**src/design/voice_allocator_with_stealing_core_assert.svh**
```systemverilog
// ----------------------------------------------------------------------------
// Assertion macros for the voice allocator
// Short forms for the concurrent checks used at the end of the top level.
// ----------------------------------------------------------------------------
`ifndef VOICE_ALLOCATOR_WITH_STEALING_CORE_ASSERT_SVH
`define VOICE_ALLOCATOR_WITH_STEALING_CORE_ASSERT_SVH

// The consequent must hold in the same cycle as the antecedent.
`define VOA_ASSERT_IMP(lbl, clk, rst_n, ante, cons) \
  lbl: assert property (@(posedge clk) disable iff (!(rst_n)) (ante) |-> (cons)) \
    else $error("voice allocator check failed");

// The expression must hold at every clock edge outside reset.
`define VOA_ASSERT_ALWAYS(lbl, clk, rst_n, expr) \
  lbl: assert property (@(posedge clk) disable iff (!(rst_n)) (expr)) \
    else $error("voice allocator check failed");

`endif

```
**src/design/voa_pkg.sv**
```systemverilog
`timescale 1ns / 1ps
// ----------------------------------------------------------------------------
// Voice allocator package
// Types, codes and constants shared by the voice cells and the top level.
// ----------------------------------------------------------------------------
package voa_pkg;

  localparam int unsigned MAX_VOICES = 16;
  localparam int unsigned IDX_W      = $clog2(MAX_VOICES);
  localparam int unsigned CNT_W      = 5;
  localparam int unsigned CHOSEN_W   = 4;
  localparam int unsigned KEY_W      = 7;
  localparam int unsigned NOTE_W     = 16;
  localparam int unsigned SCORE_W    = NOTE_W + 1;

  localparam logic [KEY_W-1:0]   PEDAL_DOWN_MIN = KEY_W'(64);
  // Stealing weight: higher score means lower priority (10000 - score).
  localparam logic [SCORE_W-1:0] REL_BONUS      = SCORE_W'(2000);
  localparam logic [SCORE_W-1:0] SUST_BONUS     = SCORE_W'(1000);

  typedef enum logic [2:0] {
    OP_NOTE_ON        = 3'd0,
    OP_NOTE_OFF       = 3'd1,
    OP_SUSTAIN        = 3'd2,
    OP_ALL_NOTES_OFF  = 3'd3,
    OP_ALL_SOUNDS_OFF = 3'd4,
    OP_VOICE_FINISHED = 3'd5
  } voa_op_e;

  typedef enum logic [1:0] {
    ST_FREE = 2'd0,
    ST_HELD = 2'd1,
    ST_SUST = 2'd2,
    ST_REL  = 2'd3
  } voa_status_e;

  typedef struct packed {
    logic [2:0]       opcode;
    logic [KEY_W-1:0] note_key;
    logic [KEY_W-1:0] pedal_value;
    logic [3:0]       finished_voice;
  } voa_in_t;

  typedef struct packed {
    logic [CHOSEN_W-1:0] chosen_voice;
    logic                was_stolen;
    logic                granted;
    logic [CNT_W-1:0]    matched_voices;
  } voa_out_t;

  // Broadcast from the top level to every cell.
  typedef struct packed {
    logic [2:0]        op;
    logic [KEY_W-1:0]  key;
    logic [3:0]        fin;
    logic              pedal_down;
    logic [NOTE_W-1:0] note_ctr;
    logic [CNT_W-1:0]  n_act;
    logic              cfg_we;
    logic [CNT_W-1:0]  cfg_lim;
    logic              wr_en;
    logic [IDX_W-1:0]  wr_idx;
  } voa_ctrl_t;

  // Scan token handed from cell to cell.
  typedef struct packed {
    logic               valid;
    logic               free_found;
    logic [IDX_W-1:0]   free_idx;
    logic               best_valid;
    logic [SCORE_W-1:0] best_score;
    logic [IDX_W-1:0]   best_idx;
    logic [CNT_W-1:0]   matched;
  } voa_tok_t;

endpackage

```
**src/design/voice_allocator_with_stealing_core.sv**
```systemverilog
`timescale 1ns / 1ps
// ----------------------------------------------------------------------------
// Voice allocator with stealing
// Polyphonic voice table with note-on allocation, voice stealing, note-off,
// sustain pedal and panic handling, built as a chain of voice cells.
// ----------------------------------------------------------------------------
//  Channel   Direction  Handshake                Word
//  in        input      in_valid_i / in_ready_o  voa_in_t event
//  out       output     out_valid_o / out_ready_i voa_out_t result
//  cfg       input      cfg_we_i (no wait)       5-bit voice count
//
// After acceptance the scan token walks the chain of MAX_VOICES voice cells,
// one register per cell, then the scan outcome is captured, and then the
// result moves into the output register, where the result word appears.
// The next event is accepted only once the result has moved into the
// output register, so events in the allocator never overlap.
// Reset clears every voice to free, the note counter and the pedal, and sets
// the voice count to eight. A stalled output word only delays the next event.
// ----------------------------------------------------------------------------
`include "voice_allocator_with_stealing_core_assert.svh"

module voice_allocator_with_stealing_core (
  input  logic                      clk_i,
  input  logic                      rst_ni,
  input  logic                      in_valid_i,
  output logic                      in_ready_o,
  input  voa_pkg::voa_in_t          in_word_i,
  output logic                      out_valid_o,
  input  logic                      out_ready_i,
  output voa_pkg::voa_out_t         out_word_o,
  input  logic                      cfg_we_i,
  input  logic [voa_pkg::CNT_W-1:0] cfg_wdata_i
);

  // The controller idles, lets the token run through the cells, then stages
  // the result until the output register is free.
  typedef enum logic [1:0] {
    ST_IDLE,
    ST_SCAN,
    ST_FLUSH
  } state_e;

  state_e                          state_q;
  voa_pkg::voa_in_t                item_q;
  logic                            start_q;
  logic                            pedal_q;
  logic [voa_pkg::NOTE_W-1:0]      note_ctr_q;
  logic [voa_pkg::CNT_W-1:0]       voice_count_q;
  voa_pkg::voa_out_t               res_q;
  voa_pkg::voa_out_t               res_d;
  voa_pkg::voa_out_t               out_word_q;
  logic                            out_valid_q;

  logic [voa_pkg::CNT_W-1:0]       n_act;
  logic [voa_pkg::CNT_W-1:0]       cfg_lim;
  voa_pkg::voa_ctrl_t              ctrl;
  voa_pkg::voa_tok_t               tok [voa_pkg::MAX_VOICES+1];
  voa_pkg::voa_tok_t               last_tok;
  logic [voa_pkg::MAX_VOICES-1:0]  tok_vld;
  logic                            scan_done;
  logic                            is_note_on;

  // Counts above the table size behave as the table size.
  assign n_act = (voice_count_q > voa_pkg::CNT_W'(voa_pkg::MAX_VOICES)) ?
                 voa_pkg::CNT_W'(voa_pkg::MAX_VOICES) : voice_count_q;
  assign cfg_lim = (cfg_wdata_i > voa_pkg::CNT_W'(voa_pkg::MAX_VOICES)) ?
                   voa_pkg::CNT_W'(voa_pkg::MAX_VOICES) : cfg_wdata_i;

  assign last_tok   = tok[voa_pkg::MAX_VOICES];
  assign scan_done  = (state_q == ST_SCAN) && last_tok.valid;
  assign is_note_on = item_q.opcode == voa_pkg::OP_NOTE_ON;

  // Outcome of the scan. A note on prefers the lowest free voice; failing
  // that, it takes the best stealing candidate. With no voices enabled both
  // flags stay clear and nothing is granted.
  always_comb begin
    res_d                = '0;
    res_d.matched_voices = last_tok.matched;
    if (is_note_on) begin
      if (last_tok.free_found) begin
        res_d.chosen_voice = voa_pkg::CHOSEN_W'(last_tok.free_idx);
        res_d.granted      = 1'b1;
      end else if (last_tok.best_valid) begin
        res_d.chosen_voice = voa_pkg::CHOSEN_W'(last_tok.best_idx);
        res_d.granted      = 1'b1;
        res_d.was_stolen   = 1'b1;
      end
    end
  end

  // Broadcast to the cells. The winning voice is written in the same cycle as
  // the token leaves the last cell, when no cell is still updating it.
  always_comb begin
    ctrl            = '0;
    ctrl.op         = item_q.opcode;
    ctrl.key        = item_q.note_key;
    ctrl.fin        = item_q.finished_voice;
    ctrl.pedal_down = pedal_q;
    ctrl.note_ctr   = note_ctr_q;
    ctrl.n_act      = n_act;
    ctrl.cfg_we     = cfg_we_i;
    ctrl.cfg_lim    = cfg_lim;
    ctrl.wr_en      = scan_done && res_d.granted;
    ctrl.wr_idx     = voa_pkg::IDX_W'(res_d.chosen_voice);
  end

  // The token enters the first cell fresh for every event.
  always_comb begin
    tok[0]       = '0;
    tok[0].valid = start_q;
  end

  for (genvar g = 0; g < voa_pkg::MAX_VOICES; g++) begin : g_cell
    voa_cell u_cell (
      .clk_i  (clk_i),
      .rst_ni (rst_ni),
      .idx_i  (voa_pkg::IDX_W'(g)),
      .ctrl_i (ctrl),
      .tok_i  (tok[g]),
      .tok_o  (tok[g+1])
    );
    assign tok_vld[g] = tok[g+1].valid;
  end

  always_ff @(posedge clk_i or negedge rst_ni) begin
    if (!rst_ni) begin
      state_q       <= ST_IDLE;
      item_q        <= '0;
      start_q       <= 1'b0;
      pedal_q       <= 1'b0;
      note_ctr_q    <= '0;
      voice_count_q <= voa_pkg::CNT_W'(8);
      res_q         <= '0;
      out_word_q    <= '0;
      out_valid_q   <= 1'b0;
    end else begin
      start_q <= 1'b0;
      if (cfg_we_i) begin
        voice_count_q <= cfg_wdata_i;
      end
      // While flushing, the staged word refills the output register instead.
      if (out_valid_q && out_ready_i && state_q != ST_FLUSH) begin
        out_valid_q <= 1'b0;
      end
      unique case (state_q)
        ST_IDLE: begin
          if (in_valid_i) begin
            item_q  <= in_word_i;
            start_q <= 1'b1;
            state_q <= ST_SCAN;
            // The pedal changes before the scan so that the cells see the
            // new position when they release sustained voices.
            if (in_word_i.opcode == voa_pkg::OP_SUSTAIN) begin
              pedal_q <= in_word_i.pedal_value >= voa_pkg::PEDAL_DOWN_MIN;
            end else if (in_word_i.opcode == voa_pkg::OP_ALL_NOTES_OFF) begin
              pedal_q <= 1'b0;
            end
          end
        end
        ST_SCAN: begin
          if (last_tok.valid) begin
            res_q   <= res_d;
            state_q <= ST_FLUSH;
            if (res_d.granted) begin
              note_ctr_q <= note_ctr_q + voa_pkg::NOTE_W'(1);
            end
          end
        end
        ST_FLUSH: begin
          if (!out_valid_q || out_ready_i) begin
            out_word_q  <= res_q;
            out_valid_q <= 1'b1;
            state_q     <= ST_IDLE;
          end
        end
        default: begin
          state_q <= ST_IDLE;
        end
      endcase
    end
  end

  assign in_ready_o  = state_q == ST_IDLE;
  assign out_valid_o = out_valid_q;
  assign out_word_o  = out_word_q;

  // Only one scan token may be in the chain at a time.
  `VOA_ASSERT_ALWAYS(a_one_token, clk_i, rst_ni, $onehot0(tok_vld))
  // The token only leaves the chain while the controller waits for it.
  `VOA_ASSERT_IMP(a_token_in_scan, clk_i, rst_ni, last_tok.valid, state_q == ST_SCAN)
  // A stolen voice is always a granted one.
  `VOA_ASSERT_IMP(a_stolen_granted, clk_i, rst_ni,
                  out_valid_o && out_word_o.was_stolen, out_word_o.granted)

endmodule

```
**src/design/voa_cell.sv**
```systemverilog
`timescale 1ns / 1ps
// ----------------------------------------------------------------------------
// Voice cell
// Holds one voice and updates it as the scan token passes, folding its own
// free-voice and stealing candidates into the token.
// ----------------------------------------------------------------------------
module voa_cell (
  input  logic                          clk_i,
  input  logic                          rst_ni,
  input  logic [voa_pkg::IDX_W-1:0]     idx_i,
  input  voa_pkg::voa_ctrl_t            ctrl_i,
  input  voa_pkg::voa_tok_t             tok_i,
  output voa_pkg::voa_tok_t             tok_o
);

  voa_pkg::voa_status_e               status_q;
  voa_pkg::voa_status_e               status_d;
  logic [voa_pkg::KEY_W-1:0]          key_q;
  logic [voa_pkg::NOTE_W-1:0]         num_q;
  voa_pkg::voa_tok_t                  tok_q;
  voa_pkg::voa_tok_t                  tok_d;
  logic                               active;
  logic                               key_hit;
  logic                               wr_hit;
  logic                               cfg_free;
  logic [voa_pkg::NOTE_W-1:0]         age;
  logic [voa_pkg::SCORE_W-1:0]        bonus;
  logic [voa_pkg::SCORE_W-1:0]        score;

  assign active   = voa_pkg::CNT_W'(idx_i) < ctrl_i.n_act;
  assign key_hit  = key_q == ctrl_i.key;
  assign wr_hit   = ctrl_i.wr_en && (ctrl_i.wr_idx == idx_i);
  assign cfg_free = ctrl_i.cfg_we && (voa_pkg::CNT_W'(idx_i) >= ctrl_i.cfg_lim);

  always_comb begin
    status_d = status_q;
    tok_d    = tok_i;
    unique case (ctrl_i.op)
      voa_pkg::OP_NOTE_ON: begin
        if (active && key_hit &&
            (status_q == voa_pkg::ST_HELD || status_q == voa_pkg::ST_SUST)) begin
          status_d = voa_pkg::ST_REL;
        end
      end
      voa_pkg::OP_NOTE_OFF: begin
        if (active && key_hit && status_q == voa_pkg::ST_HELD) begin
          status_d      = ctrl_i.pedal_down ? voa_pkg::ST_SUST : voa_pkg::ST_REL;
          tok_d.matched = tok_i.matched + voa_pkg::CNT_W'(1);
        end
      end
      voa_pkg::OP_SUSTAIN: begin
        if (active && !ctrl_i.pedal_down && status_q == voa_pkg::ST_SUST) begin
          status_d = voa_pkg::ST_REL;
        end
      end
      voa_pkg::OP_ALL_NOTES_OFF: begin
        if (active &&
            (status_q == voa_pkg::ST_HELD || status_q == voa_pkg::ST_SUST)) begin
          status_d = voa_pkg::ST_REL;
        end
      end
      voa_pkg::OP_ALL_SOUNDS_OFF: begin
        if (active) begin
          status_d = voa_pkg::ST_FREE;
        end
      end
      voa_pkg::OP_VOICE_FINISHED: begin
        if (voa_pkg::CNT_W'(idx_i) == voa_pkg::CNT_W'(ctrl_i.fin)) begin
          status_d = voa_pkg::ST_FREE;
        end
      end
      default: begin
      end
    endcase

    // Released voices get the larger bonus on top of their age, sustained ones
    // a smaller one; an older voice scores higher, and the highest score is stolen.
    age = ctrl_i.note_ctr - num_q;
    case (status_d)
      voa_pkg::ST_REL:  bonus = voa_pkg::REL_BONUS;
      voa_pkg::ST_SUST: bonus = voa_pkg::SUST_BONUS;
      default:          bonus = '0;
    endcase
    score = {1'b0, age} + bonus;

    if (ctrl_i.op == voa_pkg::OP_NOTE_ON && active) begin
      if (!tok_i.free_found && status_d == voa_pkg::ST_FREE) begin
        tok_d.free_found = 1'b1;
        tok_d.free_idx   = idx_i;
      end
      if (!tok_i.best_valid || score > tok_i.best_score) begin
        tok_d.best_valid = 1'b1;
        tok_d.best_score = score;
        tok_d.best_idx   = idx_i;
      end
    end
  end

  always_ff @(posedge clk_i or negedge rst_ni) begin
    if (!rst_ni) begin
      status_q <= voa_pkg::ST_FREE;
      tok_q    <= '0;
    end else begin
      tok_q <= tok_d;
      if (wr_hit) begin
        status_q <= voa_pkg::ST_HELD;
      end else if (cfg_free) begin
        status_q <= voa_pkg::ST_FREE;
      end else if (tok_i.valid) begin
        status_q <= status_d;
      end
    end
  end

  always_ff @(posedge clk_i or negedge rst_ni) begin
    if (!rst_ni) begin
      key_q <= '0;
      num_q <= '0;
    end else if (wr_hit) begin
      key_q <= ctrl_i.key;
      num_q <= ctrl_i.note_ctr;
    end
  end

  assign tok_o = tok_q;

endmodule

```
**config.mk**
```make
export PLATFORM = sky130hd
export DESIGN_NAME = voice_allocator_with_stealing_core
export DESIGN_NICKNAME = d
export VERILOG_FILES = /design/src/design/voa_pkg.sv /design/src/design/voice_allocator_with_stealing_core.sv /design/src/design/voa_cell.sv
export VERILOG_INCLUDE_DIRS = /design/src /design/src/design
export SDC_FILE = /design/constraint.sdc
export NUM_CORES = 2
export LEC_CHECK = 0
export ABC_CLOCK_PERIOD_IN_PS = 11600
export BUFFER_PORTS_ARGS = -buffer_cell sky130_fd_sc_hd__buf_2
export CAP_MARGIN = 20
export CORE_ASPECT_RATIO = 1.4
export CORE_MARGIN = 5
export CORE_UTILIZATION = 40
export DETAILED_ROUTE_END_ITERATION = 8
export GPL_ROUTABILITY_DRIVEN = 0
export REMOVE_ABC_BUFFERS = 1
export SYNTH_ARGS = -nofsm -noshare
export SYNTH_HDL_FRONTEND = slang
export SYNTH_HIERARCHICAL = 1
export SYNTH_SLANG_ARGS = --single-unit
```
**constraint.sdc**
```tcl
create_clock -name clk_i -period 11.6 [get_ports clk_i]
set_input_delay 1.16 -clock clk_i [delete_from_list [all_inputs] [get_ports clk_i]]
set_output_delay 1.16 -clock clk_i [all_outputs]
set_load 0.1 [all_outputs]
```
# --- Yosys cells after proc, flatten, opt, wreduce, memory -nomap -nowiden ---
# Index checks and enable logic that the tools add are counted.
totals:
  reg_bits: 973
  wordCells: 941
  out_inout_bits: 13
classes:
  order_cmp: 50
  n_mux: 274
  n_reduce_logical: 270
  n_eq_ne: 123
  add_sub_neg: 48
op_table:
  columns: ["op", "n"]
  rows:
  - ["27-bit two-way mux", 16]
  - ["11-bit case mux with 2 select lines", 16]
  - ["22-bit two-way mux", 15]
  - ["2-bit two-way mux", 147]
  - ["16-bit by 11-bit adder with 17-bit output", 16]
  - ["16-bit subtractor", 16]
  - ["17-bit greater-than comparator", 15]
  - ["5-bit two-way mux", 49]
  - ["2-bit case mux with 6 select lines", 16]
  - ["1-bit logical AND", 163]
  - ["7-bit == test", 16]
  - ["2-bit == test, second input constant", 49]
  - ["5-bit by 1-bit adder with 5-bit output, second input constant", 15]
  - ["3-bit nonzero test", 16]
  - ["4-bit by 5-bit >= comparator with 1-bit output, first input constant", 8]
  - ["4-bit by 5-bit < comparator with 1-bit output, first input constant", 8]
  - ["2-bit by 1-bit == test with 1-bit output, second input constant", 17]
  - ["2-bit zero test", 17]
  - ["4-bit == test, first input constant", 8]
  - ["4-bit == test, second input constant", 8]
  - ["1-bit zero test", 32]
  - ["1-bit logical OR", 32]
  - ["3-bit by 5-bit >= comparator with 1-bit output, first input constant", 4]
  - ["3-bit by 5-bit < comparator with 1-bit output, first input constant", 4]
  - ["27 further kinds", 62]

# --- Depth between registers and ports, before layout ---
logic_depth:
  depth_word: 14
  depth_mapped: 32
  ltp_nobuf: 30

# --- Hierarchy ---
# The synthesis kept the hierarchy.
by_module_without_submodules:
  columns: ["module", "area_each_um2", "seq_area_each_um2", "cells_per_inst", "n_inst"]
  rows:
  - ["voa_cell at g_cell[11].u_cell ...", 4448.0, 1451.4, 479, 8]
  - ["voa_cell at g_cell[0].u_cell ...", 4413.0, 1451.4, 468, 3]
  - ["voa_cell at g_cell[8].u_cell ...", 4509.3, 1451.4, 481, 2]
  - ["voa_cell at g_cell[7].u_cell", 4443.0, 1451.4, 484, 1]
  - ["voa_cell at g_cell[10].u_cell", 4352.9, 1451.4, 462, 1]
  - ["voa_cell at g_cell[6].u_cell", 4309.1, 1451.4, 456, 1]
  - ["voice_allocator_with_stealing_core", 2596.2, 1552.7, 191, 1]

# --- Worst setup path after synthesis ---
# OpenSTA, ideal clock, no wires.
synth_timing:
  kind: "register -> register"
  start: "register voice_count_q[4] (netlist bit)"
  end: "register g_cell[13].u_cell.tok_q, in the netlist g_cell[13].u_cell/tok_o[19]"
  required_ns: 11.475
  arrival_ns: 6.785
  setup_slack_ns: 4.690
  path_buffers: 2
  path_stages_with_launch: 28
  synth_period_minus_slack_ns: 6.910
  cell_sequence: "dfrtp_1 -> clkbuf_1 -> inv_1 -> a2111o_1 -> a31oi_1 -> nor3b_1 -> a2111oi_2 -> a211oi_2 -> inv_1 -> nor2_1 -> ha_1 -> inv_1 -> fa_1 -> o21bai_1 -> a41o_1 -> nor4_1 -> nor3_1 -> nand2_1 -> or4_1 -> nand2_1 -> ha_1 -> nor2b_1 -> o21ai_0 -> and3b_1 -> o211ai_1 -> o2111a_1 -> buf_1 -> mux2_2"
synth_rtl:
  columns: ["element", "line_no", "source"]
  rows:
  - ["start: declaration", "voice_allocator_with_stealing_core.sv:48", "logic [voa_pkg::CNT_W-1:0] voice_count_q;"]
  - ["start signal: assignment", "voice_allocator_with_stealing_core.sv:132", "voice_count_q <= voa_pkg::CNT_W'(8);"]
  - ["start signal: assignment", "voice_allocator_with_stealing_core.sv:139", "voice_count_q <= cfg_wdata_i;"]
  - ["end signal: assignment", "voa_cell.sv:104", "tok_q <= tok_d;"]
  - ["end: declaration", "voa_cell.sv:20", "voa_pkg::voa_tok_t tok_q;"]

==> impl_metrics.toml <==
[status]
status = "finished, final reports clean"

[critical_path]
path_depth = 29
reg2reg_depth = 29
rrSetupSlack_ps = 3350
critPathTopFamily = "simple AND/OR/NAND/NOR gates"
cp_max_fo = 34
r2r_end = "g_cell[14].u_cell/tok_o[22]"
crit_type = "reg2reg"
timing.rr.start = "voice_count_q[4]"
end_kind = "flip-flop"
worstSetupStartpoint = "voice_count_q[4]"
worstPathRequired_ps = 12210
cp.arrival_ps = 8860
crit_path_max_incr_delay_ps = 720
crit_slowest_cell = "nor2b_2"
startpoint_type = "flip-flop"
crit_buf_inv = 5
endpoint = "g_cell[14].u_cell/tok_o[22]"

[hold_path]
hp-class = "reg2reg"

[placement]
dpl_worst_slack_ps = 3266
port_buffers = 37
placed_area_um2 = 78040
dp_hpwl_um = 149600

[cts]
htreeDepth = 3
cts.sinks = 973
cts-root-buf = "clkbuf_16"
cts_resized = 0
cts_setup_buffers = 0
clk_pin_slew_ps = 60
cts_hold_buf = 0
cts_tree = "yes"
cts_inserted_buffers = 108
insertion_delay_ps = 750
cts_buffer_depth = 3

[timing]
timing.fmax_mhz = 121.1
timing.hold.ws_ps = 437.3
rsz0062_at_grt = "no"
maxSlewViolCount = 0
slew_headroom_pct = 25.27
timing.final.ws_setup_ps = 3345
setup_viol = 0
finalCritPeriodShare_pct = 71.16
final.min_clock_period_ps = 8255
hold_viol_final = 0
worst_pin_slew_ps = 1121
tns_ps = 0
worst_clock_skew_ps = 34.04

[drt]
viasPerCell = 5.315
drt-initial-drc-count = 3034
final_antenna_net_count = 0
wl_per_cell_um = 18.47
first_pass_iters = 6
drc = 0
wirelength_um = 199500
vias = 57390

[floorplanning]
start_util_pct = 40.18
rows = 185
core-area_um2 = 181500
die_w_um = 370.9
num_io_pins = 44
die_h_um = 515.2
dieArea_um2 = 191100

[cells_and_area]
final_cell_area_um2 = 82010
area_delta_synth_final_pct = 12.46
fillerInstances = 17460
layout.nets = 9144
seqCellArea_um2 = 24390
layout-drive-gt1-share_pct = 13.13
multiInputGateArea_um2 = 46290

[power]
leakage_nw = 39.61
max-vdd-ir-drop_mv = 0.1403
p_total_mw = 14.80
power_density_nw_per_um2 = 180.5

[grt]
grt_pass1_wl_um = 312800
grt_max_degree = 152
gr-total-overflow = 0
grt_usage_pct = 20.64
antenna_found_initial = 12
grt_pass1_vias = 58110

[yosys]
syn_inst = 7755
netlist_area_um2 = 72920
synth_warnings = 6
syn_area_per_cell_um2 = 9.403

[job]
cap_violations = 0
[placed cells by master, fill, tap and decap left out, types with 37 or more instances in the layout]
cell type and n:
nand2b_1 74, nand2_1 552, nor2_1 360, o31ai_1 41, xnor2_1 347, inv_1 859, xor2_1 279, nor2b_1 131
dfrtp_1 951, a211oi_1 63, buf_2 37, o21ai_0 535, clkbuf_16 111, ha_1 801, conb_1 429, mux2i_1 44
nor4_1 38, nand3_1 113, a21o_1 166, a21oi_1 438, a31oi_1 56, o21bai_1 41, buf_4 109, nor3b_1 46
nor3_1 127, mux2_2 472, nand4_1 152, o21a_1 64
[report_power, final]
| part | switching [mW] | total, mW | internal (mW) |
|---|---|---|---|
| Combinational | 3.67 | 6.30 | 2.63 |
| Clock | 1.48 | 3.71 | 2.23 |
| Sequential | 0.630 | 4.79 | 4.16 |
[cell type report]
cell class	count	area share (%)
inverter	873	3.996
tap	2431	3.709
sequential	973	29.74
timing repair buffer	156	1.423
clock inverter	53	0.8941
clock buffer	141	3.781
antenna	3	0.009154
multi-input combinational	6168	56.45
[metal layers]
layer  vias up  share of wire, %  GRT usage [%]
met1     27850                40          23.38
met4         2               5.5          10.44
met5         -            0.0065              0
met2      1030                51          38.35
li1      28080                 -              -
met3       435               3.1          2.017
[registers in the layout, indices dropped and copies added (netlist names)]
name	flops
note_ctr_q	16
g_cell.u_cell/key_q	112
g_cell.u_cell/num_q	256
voice_count_q	5
g_cell.u_cell/status_q	32
out_word_o	11
start_q	1
pedal_q	1
res_q	11
state_q	2
g_cell.u_cell/tok_o	511
out_valid_o	1
ctrl	14
[worst reg2reg max path: cells and delay by family, from the launching register on]
kind | cells | cell delay [ps]
adder cells (fa/ha/maj) | 3 | 750
flip-flops | 1 | 430
buffers and inverters | 5 | 1050
AO/OA/AOI/OAI | 9 | 2580
AND/OR/NAND/NOR | 11 | 2950
multiplexers | 1 | 360
[metrics by stage]
step | std cells | utilization [%]
global placement | 10590 | 43.00
global route | 10800 | 45.19
detailed placement | 10590 | 43.00
CTS | 10790 | 45.11
floorplan | 8014 | -
finish | 10800 | 45.19
[worst min path at each step]
| stage | endpoint | start | cells past startpoint | slack (ps) |
|---|---|---|---|---|
| 2_1_floorplan | g_cell[6].u_cell/tok_o[32] | g_cell[5].u_cell/tok_o[32] | 0 | 410 |
| 3_3_place_gp | g_cell[6].u_cell/tok_o[32] | g_cell[5].u_cell/tok_o[32] | 0 | 430 |
| 3_5_place_dp | g_cell[15].u_cell/tok_o[4] | g_cell[14].u_cell/tok_o[4] | 1 | 430 |
| 4_1_cts | g_cell[14].u_cell/num_q[13] | rst_ni | 1 | 440 |
| 5_1_grt | g_cell[12].u_cell/tok_o[4] | g_cell[11].u_cell/tok_o[4] | 1 | 460 |
| 6_report | g_cell[7].u_cell/tok_o[32] | g_cell[6].u_cell/tok_o[32] | 0 | 440 |
(Power assumes the default switching activity.)
